--- src/hdl/drss_pkg.sv ---
// Shared types and constants for the depth row slope segmenter.
// No dependencies; imported by drss_divider and depth_row_slope_segmenter.
`timescale 1ns / 1ps

package drss_pkg;

   localparam int DEPTH_W    = 16;
   localparam int COORD_W    = 9;
   localparam int SLOPE_W    = DEPTH_W + 1;     // right - here, signed
   localparam int DIFF_W     = SLOPE_W + 1;     // slope - running slope, signed
   localparam int MAG_W      = SLOPE_W;         // |diff| fits unsigned in 17 bits
   localparam int COUNT_W    = 10;
   localparam int IN_DATA_W  = 72;              // 66 payload bits, padded to bytes
   localparam int OUT_DATA_W = 80;              // 75 payload bits, padded to bytes
   localparam int DIV_STEPS  = MAG_W;           // one quotient bit per cycle
   localparam int DIV_CNT_W  = $clog2(DIV_STEPS + 1);

   localparam logic [COUNT_W-1:0] COUNT_MAX = {COUNT_W{1'b1}};
   localparam logic [COUNT_W-1:0] COUNT_ONE = COUNT_W'(1);
   localparam logic [DEPTH_W-1:0] TOL_RESET = DEPTH_W'(10);

   typedef enum logic [1:0] {
      ST_IDLE,
      ST_EVAL,
      ST_CHECK,
      ST_DIV
   } drss_state_type;

endpackage

--- src/hdl/drss_divider.sv ---
// Restoring serial divider: unsigned magnitude over the run count, one bit a cycle.
// Depends on drss_pkg.
`timescale 1ns / 1ps

module drss_divider (
   input  logic                           clock,
   input  logic                           reset,
   input  logic                           start,
   input  logic [drss_pkg::MAG_W-1:0]     dividend,
   input  logic [drss_pkg::COUNT_W-1:0]   divisor,
   output logic                           done,
   output logic [drss_pkg::MAG_W-1:0]     quotient
);
   import drss_pkg::*;

   logic                 busy_ff, busy_in;
   logic                 done_ff, done_in;
   logic [DIV_CNT_W-1:0] cnt_ff, cnt_in;
   logic [MAG_W-1:0]     quo_ff, quo_in;
   logic [COUNT_W-1:0]   rem_ff, rem_in;
   logic [COUNT_W-1:0]   dsr_ff, dsr_in;
   logic [COUNT_W:0]     shifted;
   logic [COUNT_W:0]     trial;
   logic                 fits;

   // shift the next dividend bit into the partial remainder and try a subtract
   assign shifted = {rem_ff, quo_ff[MAG_W-1]};
   assign trial   = shifted - {1'b0, dsr_ff};
   assign fits    = shifted >= {1'b0, dsr_ff};

   always_comb begin
      busy_in = busy_ff;
      done_in = 1'b0;
      cnt_in  = cnt_ff;
      quo_in  = quo_ff;
      rem_in  = rem_ff;
      dsr_in  = dsr_ff;
      if (start) begin
         busy_in = 1'b1;
         cnt_in  = DIV_CNT_W'(DIV_STEPS);
         quo_in  = dividend;
         rem_in  = '0;
         dsr_in  = divisor;
      end else if (busy_ff) begin
         quo_in = {quo_ff[MAG_W-2:0], fits};
         rem_in = fits ? trial[COUNT_W-1:0] : shifted[COUNT_W-1:0];
         cnt_in = cnt_ff - DIV_CNT_W'(1);
         if (cnt_ff == DIV_CNT_W'(1)) begin
            busy_in = 1'b0;
            done_in = 1'b1;
         end
      end
   end

   always_ff @(posedge clock) begin
      if (reset) begin
         busy_ff <= 1'b0;
         done_ff <= 1'b0;
         cnt_ff  <= '0;
      end else begin
         busy_ff <= busy_in;
         done_ff <= done_in;
         cnt_ff  <= cnt_in;
      end
      quo_ff <= quo_in;
      rem_ff <= rem_in;
      dsr_ff <= dsr_in;
   end

   assign done     = done_ff;
   assign quotient = quo_ff;

endmodule

--- src/hdl/depth_row_slope_segmenter.sv ---
// Depth row slope segmenter, top level. Depends on drss_pkg and drss_divider.
// Flow: a beat that emits or opens a run passes ST_EVAL and ST_CHECK before ready
// returns (it waits in ST_CHECK only while the result register is still held by rsp_tready low);
// a beat that extends a run also waits in ST_DIV for the 17-step serial divider.
// A zero-depth beat is dropped in ST_IDLE and ready stays high. One beat is in work at a time.
// Reset (synchronous, active high): no run open, tolerance 10, output empty.
`timescale 1ns / 1ps

module depth_row_slope_segmenter (
   input  logic                              clock,
   input  logic                              reset,
   // configuration
   input  logic                              csr_wr_en,
   input  logic [drss_pkg::DEPTH_W-1:0]      csr_wr_data,   // slope_tolerance
   // pixel stream
   input  logic                              req_tvalid,
   output logic                              req_tready,
   // row[8:0], col[17:9], depth_here[33:18], depth_right[49:34], depth_below[65:50]
   input  logic [drss_pkg::IN_DATA_W-1:0]    req_tdata,
   input  logic                              req_tuser,     // row_start
   // triangle stream
   output logic                              rsp_tvalid,
   input  logic                              rsp_tready,
   // tri_row[8:0], start_column[17:9], start_depth[33:18], end_column[42:34],
   // end_depth[58:43], under_depth[74:59]
   output logic [drss_pkg::OUT_DATA_W-1:0]   rsp_tdata
);
   import drss_pkg::*;

   drss_state_type state_ff, state_in;

   logic [DEPTH_W-1:0]        tol_ff;

   // latched pixel
   logic [COORD_W-1:0]        pix_row_ff, pix_col_ff;
   logic [DEPTH_W-1:0]        pix_here_ff, pix_right_ff, pix_below_ff;
   logic signed [SLOPE_W-1:0] slope_ff, slope_in;
   logic signed [DIFF_W-1:0]  diff_ff, diff_in;

   // open run
   logic                      run_open_ff, run_open_in;
   logic signed [SLOPE_W-1:0] run_slope_ff, run_slope_in;
   logic [COUNT_W-1:0]        count_ff, count_in;
   logic [COORD_W-1:0]        run_row_ff, run_row_in;
   logic [COORD_W-1:0]        run_start_col_ff, run_start_col_in;
   logic [DEPTH_W-1:0]        run_start_depth_ff, run_start_depth_in;
   logic [COORD_W-1:0]        run_end_col_ff, run_end_col_in;
   logic [DEPTH_W-1:0]        run_end_depth_ff, run_end_depth_in;
   logic [DEPTH_W-1:0]        run_under_depth_ff, run_under_depth_in;

   // result register
   logic                      rsp_valid_ff, rsp_valid_in;
   logic [OUT_DATA_W-1:0]     rsp_data_ff, rsp_data_in;

   logic                      accept;
   logic                      zero_depth;
   logic [DIFF_W-1:0]         diff_mag;
   logic                      in_tol;
   logic                      out_blocked;
   logic                      div_start;
   logic                      div_done;
   logic [MAG_W-1:0]          div_quo;
   logic                      emit;
   logic                      open_new;
   logic [DIFF_W-1:0]         step;
   logic [DIFF_W-1:0]         slope_sum;
   logic [COORD_W-1:0]        end_col_next;

   assign accept      = req_tvalid && req_tready;
   assign zero_depth  = (req_tdata[33:18] == '0);
   assign diff_mag    = diff_ff[DIFF_W-1] ? (DIFF_W'(0) - DIFF_W'(diff_ff)) : DIFF_W'(diff_ff);
   assign in_tol      = run_open_ff && (diff_mag < {{(DIFF_W-DEPTH_W){1'b0}}, tol_ff});
   assign out_blocked = rsp_valid_ff && !rsp_tready;
   assign end_col_next = pix_col_ff + COORD_W'(1);

   // signed step toward the new slope, truncated toward zero
   assign step      = diff_ff[DIFF_W-1] ? (DIFF_W'(0) - {1'b0, div_quo}) : {1'b0, div_quo};
   assign slope_sum = {run_slope_ff[SLOPE_W-1], run_slope_ff} + step;

   drss_divider u_divider (
      .clock    (clock),
      .reset    (reset),
      .start    (div_start),
      .dividend (diff_mag[MAG_W-1:0]),
      .divisor  (count_ff),
      .done     (div_done),
      .quotient (div_quo)
   );

   // next state
   always_comb begin
      state_in = state_ff;
      case (state_ff)
         ST_IDLE: begin
            if (accept && !zero_depth) state_in = ST_EVAL;
         end
         ST_EVAL: state_in = ST_CHECK;
         ST_CHECK: begin
            if (in_tol)                          state_in = ST_DIV;
            else if (!(run_open_ff && out_blocked)) state_in = ST_IDLE;
         end
         ST_DIV: begin
            if (div_done) state_in = ST_IDLE;
         end
         default: state_in = ST_IDLE;
      endcase
   end

   // state outputs
   always_comb begin
      req_tready = 1'b0;
      div_start  = 1'b0;
      emit       = 1'b0;
      open_new   = 1'b0;
      case (state_ff)
         ST_IDLE: req_tready = 1'b1;
         ST_CHECK: begin
            if (in_tol) begin
               div_start = 1'b1;
            end else if (!(run_open_ff && out_blocked)) begin
               emit     = run_open_ff;
               open_new = 1'b1;
            end
         end
         default: ;
      endcase
   end

   // datapath
   always_comb begin
      slope_in           = slope_ff;
      diff_in            = diff_ff;
      run_open_in        = run_open_ff;
      run_slope_in       = run_slope_ff;
      count_in           = count_ff;
      run_row_in         = run_row_ff;
      run_start_col_in   = run_start_col_ff;
      run_start_depth_in = run_start_depth_ff;
      run_end_col_in     = run_end_col_ff;
      run_end_depth_in   = run_end_depth_ff;
      run_under_depth_in = run_under_depth_ff;
      rsp_data_in        = rsp_data_ff;
      rsp_valid_in       = rsp_valid_ff && !rsp_tready;

      if (accept) begin
         slope_in = $signed({1'b0, req_tdata[49:34]}) - $signed({1'b0, req_tdata[33:18]});
         // row start drops the open run even for a zero-depth pixel
         if (req_tuser) run_open_in = 1'b0;
      end

      if (state_ff == ST_EVAL)
         diff_in = {slope_ff[SLOPE_W-1], slope_ff} - {run_slope_ff[SLOPE_W-1], run_slope_ff};

      if (div_start) begin
         run_end_col_in   = end_col_next;
         run_end_depth_in = pix_right_ff;
      end

      if (state_ff == ST_DIV && div_done) begin
         run_slope_in = slope_sum[SLOPE_W-1:0];
         if (count_ff != COUNT_MAX) count_in = count_ff + COUNT_W'(1);
      end

      if (emit) begin
         rsp_valid_in = 1'b1;
         rsp_data_in  = {5'b0, run_under_depth_ff, run_end_depth_ff, run_end_col_ff,
                         run_start_depth_ff, run_start_col_ff, run_row_ff};
      end

      if (open_new) begin
         run_open_in        = 1'b1;
         run_row_in         = pix_row_ff;
         run_start_col_in   = pix_col_ff;
         run_start_depth_in = pix_here_ff;
         run_end_col_in     = end_col_next;
         run_end_depth_in   = pix_right_ff;
         run_under_depth_in = pix_below_ff;
         run_slope_in       = slope_ff;
         count_in           = COUNT_ONE;
      end
   end

   always_ff @(posedge clock) begin
      if (reset) begin
         state_ff     <= ST_IDLE;
         tol_ff       <= TOL_RESET;
         run_open_ff  <= 1'b0;
         run_slope_ff <= '0;
         count_ff     <= COUNT_ONE;
         rsp_valid_ff <= 1'b0;
      end else begin
         state_ff     <= state_in;
         if (csr_wr_en) tol_ff <= csr_wr_data;
         run_open_ff  <= run_open_in;
         run_slope_ff <= run_slope_in;
         count_ff     <= count_in;
         rsp_valid_ff <= rsp_valid_in;
      end
      if (accept) begin
         pix_row_ff   <= req_tdata[8:0];
         pix_col_ff   <= req_tdata[17:9];
         pix_here_ff  <= req_tdata[33:18];
         pix_right_ff <= req_tdata[49:34];
         pix_below_ff <= req_tdata[65:50];
      end
      slope_ff           <= slope_in;
      diff_ff            <= diff_in;
      run_row_ff         <= run_row_in;
      run_start_col_ff   <= run_start_col_in;
      run_start_depth_ff <= run_start_depth_in;
      run_end_col_ff     <= run_end_col_in;
      run_end_depth_ff   <= run_end_depth_in;
      run_under_depth_ff <= run_under_depth_in;
      rsp_data_ff        <= rsp_data_in;
   end

   assign rsp_tvalid = rsp_valid_ff;
   assign rsp_tdata  = rsp_data_ff;

endmodule
--- config.mk ---
export PLATFORM = sky130hd
export DESIGN_NAME = depth_row_slope_segmenter
export DESIGN_NICKNAME = d
export VERILOG_FILES = /design/src/hdl/drss_pkg.sv /design/src/hdl/drss_divider.sv /design/src/hdl/depth_row_slope_segmenter.sv
export SDC_FILE = /design/constraint.sdc
export NUM_CORES = 1
export LEC_CHECK = 0
export ABC_AREA = 1
export BUFFER_PORTS_ARGS = -buffer_cell sky130_fd_sc_hd__buf_2
export CORE_MARGIN = 3
export CORE_UTILIZATION = 50
export CTS_CLUSTER_SIZE = 14
export DETAILED_ROUTE_END_ITERATION = 16
export GPL_ROUTABILITY_DRIVEN = 0
export PLACE_DENSITY_LB_ADDON = 0.3
export SETUP_SLACK_MARGIN = 0.05
export SYNTH_ARGS = -nofsm -noshare
export SYNTH_HDL_FRONTEND = slang
export SYNTH_HIERARCHICAL = 1
export SYNTH_SLANG_ARGS = --single-unit
--- constraint.sdc ---
create_clock -name clock -period 7.5 [get_ports clock]
set_input_delay 0.375 -clock clock [delete_from_list [all_inputs] [get_ports clock]]
set_output_delay 0.375 -clock clock [all_outputs]
set_load 0.01 [all_outputs]
* After elaboration in Yosys (flattened, before gate mapping)
Index checks and enable logic that the tools add are counted.
** Operators by class
- Reductions and logical operators :: 21
- Equal/unequal tests :: 8
- $add $sub $neg :: 9
- $lt $le $gt $ge :: 2
- $mul :: 0
- Bitwise operators :: 1
- Divide/modulo/power cells :: 0
- Mux-type cells :: 35
- Shift-type cells :: 0
** Operators by type and width (number)
- two-way mux 17 bit :: 5
- two-way mux 16 bit :: 2
- less-than comparator 18 x 16 -> 1 bit :: 1
- two-way mux 18 bit :: 1
- two-way mux 9 bit :: 2
- subtractor 1 x 18 -> 18 bit, first input constant :: 1
- subtractor 17 x 17 -> 18 bit :: 1
- adder 17 bit :: 1
- two-way mux 1 bit :: 17
- subtractor 1 x 17 -> 17 bit, first input constant :: 1
- subtractor 16 x 16 -> 17 bit :: 1
- zero test 16 bit :: 1
- >= comparator 11 x 10 -> 1 bit :: 1
- adder 10 x 1 -> 10 bit, second input constant :: 1
- two-way mux 10 bit :: 1
- two-way mux 5 bit :: 2
- inequality test 10 bit, second input constant :: 1
- nonzero test 2 bit :: 5
- subtractor 10 bit :: 1
- adder 9 x 1 -> 9 bit, second input constant :: 1
- two-way mux 2 bit :: 4
- one-hot mux 2 bit (4 select lines) :: 1
- logical AND 1 bit :: 6
- == test 5 x 1 -> 1 bit, second input constant :: 1
- 13 further kinds :: 17
** Storage, ports and cells
- Latch bits :: 0
- Output and inout port bits :: 82
- Logic and storage cells :: 103
- Register bits after elaboration :: 342
- Memory bits (writable) :: 0
- Bits in read-only memories :: 0
- Memories kept :: 0
- Bits of input ports :: 94

* Logic depth before layout (Yosys ltp)
Gate-level depths: netlist (run 1).
- Word-level depth :: 8
- Depth in mapped cells :: 23

* Cells and area by module
The synthesis (run 1) kept the hierarchy.
** Modules (own cells, without submodules)
- depth_row_slope_segmenter :: instances 1, cells an instance 1125, area each 13130.1 um2
- drss_divider :: instances 1, cells an instance 302, area each 2441.1 um2

* Worst setup path after synthesis (run 1)
No wires, ideal clock.
- Kind :: register to register
- Start point :: register diff_ff[17]
- End point :: register rsp_data_ff[0], in the netlist rsp_tdata[0], enable pin
- Clock period less this slack :: 5.859 ns
- Cell stages (with the launch flop) :: 16
- Arrival :: 5.350 ns
- Slack :: 1.641 ns
- Buffers on the path :: 2
- Cells stage by stage :: edfxtp_1 -> clkbuf_1 -> clkbuf_1 -> o31ai_1 -> xnor2_1 -> ha_1 -> nand2_1 -> nor2_1 -> nand3_1 -> nand2_1 -> o21ai_0 -> nand2_1 -> nand2_1 -> nand2_4 -> nand3_1 -> nor2_1
** On the way
- Elaborated cells on any way between the ends :: 6
- Those cells by class :: add/sub (1); order compare (1); mux (3); reduce/logical (1)
** RTL lines
- start, declared :: line depth_row_slope_segmenter.sv:38 : logic signed [DIFF_W-1:0] diff_ff, diff_in;
- start signal, assigned :: line depth_row_slope_segmenter.sv:207 : diff_ff <= diff_in;
- two-way mux 18 bit :: line depth_row_slope_segmenter.sv:71 : assign diff_mag = diff_ff[DIFF_W-1] ? (DIFF_W'(0) - DIFF_W'(diff_ff)) : DIFF_W'(diff_ff);
- net diff_mag[6] :: line depth_row_slope_segmenter.sv:57 : logic [DIFF_W-1:0] diff_mag;
- less-than comparator 18 x 16 -> 1 bit :: line depth_row_slope_segmenter.sv:72 : assign in_tol = run_open_ff && (diff_mag < {{(DIFF_W-DEPTH_W){1'b0}}, tol_ff});
- logical AND 1 bit :: line depth_row_slope_segmenter.sv:72
- two-way mux 1 bit :: line depth_row_slope_segmenter.sv:118 : if (in_tol) begin
- two-way mux 1 bit :: line depth_row_slope_segmenter.sv:115 : case (state_ff)
- net emit :: line depth_row_slope_segmenter.sv:63 : logic emit;
- end signal, assigned :: line depth_row_slope_segmenter.sv:214 : rsp_data_ff <= rsp_data_in;
- end, declared :: line depth_row_slope_segmenter.sv:53 : logic [OUT_DATA_W-1:0] rsp_data_ff, rsp_data_in;
The timed path passes the listed nets, and every way through them passes these cells.
A chain may end at the register's enable or synchronous reset.

* Final worst setup path (run 1)
- Start point :: register diff_ff[17]
- End point :: register u_divider.quo_ff[15], in the netlist u_divider/quotient[15], enable pin
** On the way
- Elaborated cells on any way between the ends :: 7
- Those cells by class :: add/sub (1); order compare (1); mux (3); reduce/logical (2)
** RTL lines
- two-way mux 18 bit :: line depth_row_slope_segmenter.sv:71
- net diff_mag[9] :: line depth_row_slope_segmenter.sv:57
- less-than comparator 18 x 16 -> 1 bit :: line depth_row_slope_segmenter.sv:72
- logical AND 1 bit :: line depth_row_slope_segmenter.sv:72
- two-way mux 1 bit :: line depth_row_slope_segmenter.sv:118
- two-way mux 1 bit :: line depth_row_slope_segmenter.sv:115
- net div_start :: line depth_row_slope_segmenter.sv:60 : logic div_start;
- nonzero test 2 bit (no source line)
- end signal, assigned :: line drss_divider.sv:65 : quo_ff <= quo_in;
- end, declared :: line drss_divider.sv:19 : logic [MAG_W-1:0] quo_ff, quo_in;
The timed path passes the listed nets, and every way through them passes these cells.

==> results of run 1 <==
-- final timing paths --
kind,startpoint,endpoint,slack [ns],depth (start not counted)
worst max-delay path,diff_ff[17]$_DFFE_PN_,u_divider/quotient[15]$_DFFE_PP_,2.82,16
worst min-delay path,req_tdata[64],pix_below_ff[14]$_DFFE_PP_,0.02,1
worst max register to register,diff_ff[17]$_DFFE_PN_,u_divider/quotient[15]$_DFFE_PP_,2.82,16
worst min register to register,run_end_depth_ff[13]$_DFFE_PP_,rsp_tdata[56]$_DFFE_PP_,0.41,0
-- state kept, by name, summed over array words and instances (netlist names), 16 cells and up --
signal and cells:
run_end_depth_ff 16, pix_below_ff 16, run_under_depth_ff 16, tol_ff 16, slope_ff 17, run_slope_ff 17, rsp_tdata 75, u_divider/quotient 17
diff_ff 18, run_start_depth_ff 16, pix_here_ff 16, pix_right_ff 16
-- area by class of cell --
class | instances | share of cell area
Multi-Input combinational cell | 874 | 0.284
Timing Repair Buffer | 171 | 0.0487
Inverter | 191 | 0.0402
Tap cell | 390 | 0.0272
Sequential cell | 342 | 0.537
Antenna cell | 1 | 0.000139
Clock inverter | 20 | 0.00969
Clock buffer | 45 | 0.0533
-- metal layers --
layer | up-vias | track usage | wire length [um]
met2 | 232 | 0.325 | 15600
met1 | 4771 | 0.232 | 13200
met5 | - | 0 | 0
li1 | 5196 | - | -
met4 | 0 | 0.0637 | 971
met3 | 65 | 0.0269 | 1390
-- cell usage after synthesis, drive strengths merged --
cell type  instances  area, um2
nor2             104        410
dfxtp             64       1280
nand3             69        383
a21oi             95        479
a21o               5       37.5
edfxtp           278       8350
conb               1       3.75
xnor2             25        219
clkbuf            13       58.8
o21bai             3       22.5
a211oi             3       22.5
inv              191        719
fa                 4       80.1
nor3b              3       22.5
o211ai             1       7.51
xor2              58        508
or2                2       12.5
ha                80       1000
a31oi              5       31.3
buf               11       88.8
and3               1       6.26
o22ai              1       6.26
o21a               1       7.51
a21boi             3       22.5
nor4               5       31.3
o31ai              5       37.5
nand3b             8       60.1
nor3              18        101
o211a              1       10.0
nand4             10       62.6
nand2            301       1190
o21ai             58        294
-- cell families after synthesis --
kind of cell,Yosys count,share of synthesized area
adder cells (fa/ha/maj),84,0.0694
AO/OA/AOI/OAI,181,0.0628
buffers and inverters,215,0.0557
AND/OR/NAND/NOR,521,0.147
other,1,0.000241
XOR/XNOR,83,0.0467
flip-flops,342,0.618
-- stage by stage --
stage | cells | util
final | 2034 | 0.594
after global routing | 2034 | 0.594
after CTS | 2033 | 0.594
after detailed placement | 1968 | 0.557
after global placement | 1968 | 0.557
after floorplan | 1431 | -
-- worst max-delay path, cell delays in order, from the launching register on --
cell	delay [ns]
edfxtp_1	0.88
inv_1	0.43
nor2_1	0.22
xor2_1	0.22
ha_1	0.28
nand2_1	0.09
nor2_1	0.06
nand2_1	0.07
nand2_1	0.05
o21ai_0	0.21
nand2_1	0.10
nand2_1	0.18
nand3_1	0.18
inv_1	0.10
buf_4	0.34
nor2_1	0.21
inv_1	0.65
-- power groups by stage --
stage / registers (W) / logic [W] / clock network, W
final: 0.00240 / 0.000932 / 0.00170
after global routing: 0.00242 / 0.00106 / 0.00182
after CTS: 0.00241 / 0.000938 / 0.00174
after detailed placement: 0.00244 / 0.000929 / 0
after global placement: 0.00244 / 0.000902 / 0
after floorplan: 0.00241 / 0.000712 / 0
==> impl_metrics.ini, run 1 <==
[hold_path]
hold_path_class = in2reg

[global_route]
antenna_found_initial = 1
grt_pass1_wl_um = 49500
grt_max_degree = 76
overflow = 0
track_usage = 0.184
grt_pass1_vias = 9907

[pwr]
power_w = 0.00504
power_frac_comb = 0.185
p_sw_frac = 0.280
p_per_area_nw_per_um2 = 281
ir_worst_vdd_mv = 0.150
p_leak_nw = 7.58
p_seq_frac = 0.477
p_int_w = 0.00363
power.share.clock = 0.338
p_switching_w = 0.00141

[run_status]
status = finished, final reports clean

[routing]
wire_per_inst_um = 15.3
antenna_left = 0
firstDrtPassIters = 5
wirelength_um = 31200
drt_iter0_drc = 694
via_per_inst = 5.05
vias = 10300
drc = 0

[timing]
whs_ns = 0.0231
worst_pin_slew_ns = 1.01
fin_tns_setup_ns = 0
finalMaxSlewViolations = 0
fmax_mhz = 214
slew_headroom = 0.324
min_period_ns = 4.68
setup_violations = 0
rsz0062_at_grt = no
hold_violations = 0
period_share = 0.624
timing.final.ws_setup_ns = 2.82
skew_ns = 0.0115

[worst_setup_path]
critPathLaunchType = flip-flop
worst-setup-path-type = reg2reg
end_kind = flip-flop
path_max_fanout = 31
arrival_ns = 4.83
critPathRequiredTime_ns = 7.65

[placement]
port_buffers = 164
place_area_um2 = 16800
dp_slack_ns = 2.89
dpl.hpwl_um = 22200

[floorplanning]
fp.dieW_um = 182
die_height_um = 182
row_count = 63
ios = 176
initial_core_util = 0.516
core-area_um2 = 30200
dieArea_um2 = 33300

[cells_and_area]
drive_gt1_frac = 0.156
final_cell_mix = nand2_1, edfxtp_1, inv_1
stdcell_area_um2 = 17900
finalNetCount = 1794
multi_input_area_um2 = 5100
nFillCells = 2454
seqCellArea_um2 = 9630
final_common_cell = nand2_1
syn_to_final_growth_pct = 15.2

[synthesis]
avgSynthCellArea_um2 = 10.9
ys_seq_elements = 342
synth.distinct_cells = 47
synth_area_um2 = 15600
yosys_warnings = 6
netlist_instances = 1427
yosysSeqAreaShare = 0.618

[cts]
clock_path_buffers = 3
cts_buffers = 36
tritoncts = done
post-cts-setup-buffers = 0
clk_pin_slew_ns = 0.06
htree_levels = 2
cts-root-buf = clkbuf_16
clk_latency_ns = 0.53
ctsHoldBuffers = 0
cts_resized = 0
clock_sinks = 342

[run]
cap_violations = 0
(Power assumes the default switching activity.)
==> run 2, diff against run 1 <==
--- a/config.mk
+++ b/config.mk
@@ -5,7 +5,7 @@
 export SDC_FILE = /design/constraint.sdc
 export NUM_CORES = 1
 export LEC_CHECK = 0
-export ABC_AREA = 1
+export ABC_AREA = 0
 export BUFFER_PORTS_ARGS = -buffer_cell sky130_fd_sc_hd__buf_2
 export CORE_MARGIN = 3
 export CORE_UTILIZATION = 50
==> constraint.sdc (replaced) <==
create_clock -name clock -period 4.13 [get_ports clock]
set_input_delay 0.2065 -clock clock [delete_from_list [all_inputs] [get_ports clock]]
set_output_delay 0.2065 -clock clock [all_outputs]
set_load 0.01 [all_outputs]
==> impl_metrics.ini, run 2 <==
[worst_setup_path]
critPathRequiredTime_ns = 4.39
rr_worst_depth = 15
worst-setup-path-type = reg2reg
regToRegStartpoint = diff_ff[5]$_DFFE_PN_
path_max_fanout = 6
r2r-end = u_divider/quotient[0]$_DFFE_PP_
end_kind = flip-flop
ff2ff_setup_slack_ns = 0.07
critPathLaunchType = flip-flop
arrival_ns = 4.32

[floorplanning]
core-area_um2 = 29200
dieArea_um2 = 32300
row_count = 62
fp.dieW_um = 180
initial_core_util = 0.517
ios = 176
die_height_um = 180

[cts]
clk_latency_ns = 0.53
clk_pin_slew_ns = 0.06
clock_path_buffers = 3
clock_sinks = 342
cts_buffers = 36
htree_levels = 2
cts-root-buf = clkbuf_16
tritoncts = done

[pwr]
p_seq_frac = 0.481
p_int_w = 0.00637
power.share.clock = 0.370
power_frac_comb = 0.149
p_switching_w = 0.00211
p_leak_nw = 7.28
p_per_area_nw_per_um2 = 444
p_sw_frac = 0.249
ir_worst_vdd_mv = 0.351

[hold_path]
holdPathStages = 3
min_to = count_ff[0]$_SDFFE_PP1P_
hold_path_class = in2reg
hp-start = reset

[synthesis]
synth-async-reset-ratio = 0
ys_seq_elements = 342
yosysTopAreaCell = edfxtp_1
synth.distinct_cells = 67
synth_area_um2 = 15100
synth_top_area_frac = 0.554
yosys_warnings = 6
netlist_instances = 1141
synthAdderAreaFrac = 0.0717
synth_top_family_by_area = compound AO/OA/AOI/OAI gates
yosysMostFrequentCell = edfxtp_1
synth_compound_area_frac = 0.0944
synth_mux_area_frac = 0.0253
synthTopCellsByArea = edfxtp_1, dfxtp_1, ha_1, xnor2_1, nor2_1
yosys.area_share.xor_xnor = 0.0540
ys.flop_type = edfxtp_1
yosys.area_share.simple = 0.0840
avgSynthCellArea_um2 = 13.2
synth_commonest_cells = edfxtp_1, nor2_1, inv_1, ha_1, xnor2_1
yosysSeqAreaShare = 0.639
synth_edf_count = 278

[timing]
fmax_mhz = 247
slew_headroom = 0.318
skew_ns = 0.0228
timing.final.ws_setup_ns = 0.0737
period_share = 0.982
worst_pin_slew_ns = 1.02
hold_violations = 0
finalMaxSlewViolations = 0
setup_violations = 0
min_period_ns = 4.06
rsz0062_at_grt = yes

[global_route]
grt_max_degree = 52
track_usage = 0.191
antenna_found_initial = 0
grt_pass1_vias = 9841
grt_pass1_wl_um = 50600
overflow = 0

[routing]
wire_per_inst_um = 18.0
antenna_left = 0
via_per_inst = 5.38
drt_iter0_drc = 615
firstDrtPassIters = 5
vias = 10000
drc = 0
wirelength_um = 33600

[cells_and_area]
drive_gt1_frac = 0.212
stdcell_area_um2 = 19100
finalNetCount = 1631
largest_reg_flops = 75
syn_to_final_growth_pct = 26.7
final_cell_mix = edfxtp_1, buf_2, nor2_1
final_common_cell = edfxtp_1
diodes = 0

[placement]
dpl.hpwl_um = 21600
dp_slack_ns = 0.0167
place_area_um2 = 16500
port_buffers = 164

[run]
cap_violations = 0

[run_status]
status = finished, final reports clean
run 2: power by group through the flow:
stage	logic [W]	clock network, W	registers [W]
after floorplan	0.000875	0	0.00411
after global placement	0.00110	0	0.00414
after detailed placement	0.00113	0	0.00415
after CTS	0.00121	0.00319	0.00408
after global routing	0.00141	0.00335	0.00410
final	0.00126	0.00314	0.00408
run 2: worst max path at each step:
stage / startpoint / end / slack [ns] / cells after the start
after floorplan: diff_ff[9]$_DFFE_PN_ / rsp_tdata[0]$_DFFE_PP_ / -0.24 / 12
after global placement: diff_ff[10]$_DFFE_PN_ / u_divider/quotient[3]$_DFFE_PP_ / 0.10 / 13
after detailed placement: diff_ff[5]$_DFFE_PN_ / u_divider/quotient[4]$_DFFE_PP_ / 0.02 / 14
after CTS: diff_ff[10]$_DFFE_PN_ / u_divider/quotient[4]$_DFFE_PP_ / 0.07 / 13
after global routing: diff_ff[9]$_DFFE_PN_ / u_divider/quotient[0]$_DFFE_PP_ / -0.06 / 15
final: diff_ff[5]$_DFFE_PN_ / u_divider/quotient[0]$_DFFE_PP_ / 0.07 / 15
run 2: kinds of logic after synthesis:
group,count (synthesis)
other,1
buffers and inverters,116
multiplexers,36
flip-flops,342
AO/OA/AOI/OAI,206
AND/OR/NAND/NOR,263
adder cells (fa/ha/maj),84
XOR/XNOR,93
run 2: timing repair:
action	4_1_cts	5_1_grt
gates cloned	1	10
endpoints found under the hold margin	84	0
gates resized for setup	2	39
buffers inserted	2	18
setup endpoints to repair	33	183
pin swaps	0	4
hold buffers	84	0
run 2: metrics by stage:
stage	utilization	power (W)	setup TNS (ns)	cells	hold WS (ns)
floorplan	-	0.00498	-18.31	1145	0.276
global placement	0.567	0.00524	0	1685	0.384
detailed placement	0.567	0.00528	0	1685	0.385
CTS	0.637	0.00847	0	1838	0.151
global route	0.655	0.00886	-0.192	1865	0.175
finish	0.655	0.00848	0	1865	0.179
run 2: final cells by class:
cell class	count	area, um2
sequential	342	9630
fill	2131	10100
clock buffer	50	995
clock inverter	16	154
timing repair buffer	295	2280
tap	384	480
multi-input combinational	689	5220
inverter	89	343
run 2: critical path, stage by stage, from the launching register on:
cell        delay, ns
edfxtp_1         0.47
or4_4            0.57
or4_4            0.47
o31ai_4          0.22
xnor2_2          0.15
ha_1             0.26
nand2_2          0.08
nor2_2           0.05
a221o_1          0.32
a2111oi_4        0.26
o21ai_4          0.16
nor2_4           0.14
buf_12           0.14
clkinvlp_4       0.10
buf_12           0.16
mux2_2           0.26
run 2: metal layers:
layer / global-route usage / vias to the layer above / wire (um)
met1: 0.246 / 4849 / 14100
li1: - / 4851 / -
met3: 0.0317 / 51 / 1810
met4: 0.0476 / 0 / 709
met5: 0 / - / 0
met2: 0.339 / 288 / 17000
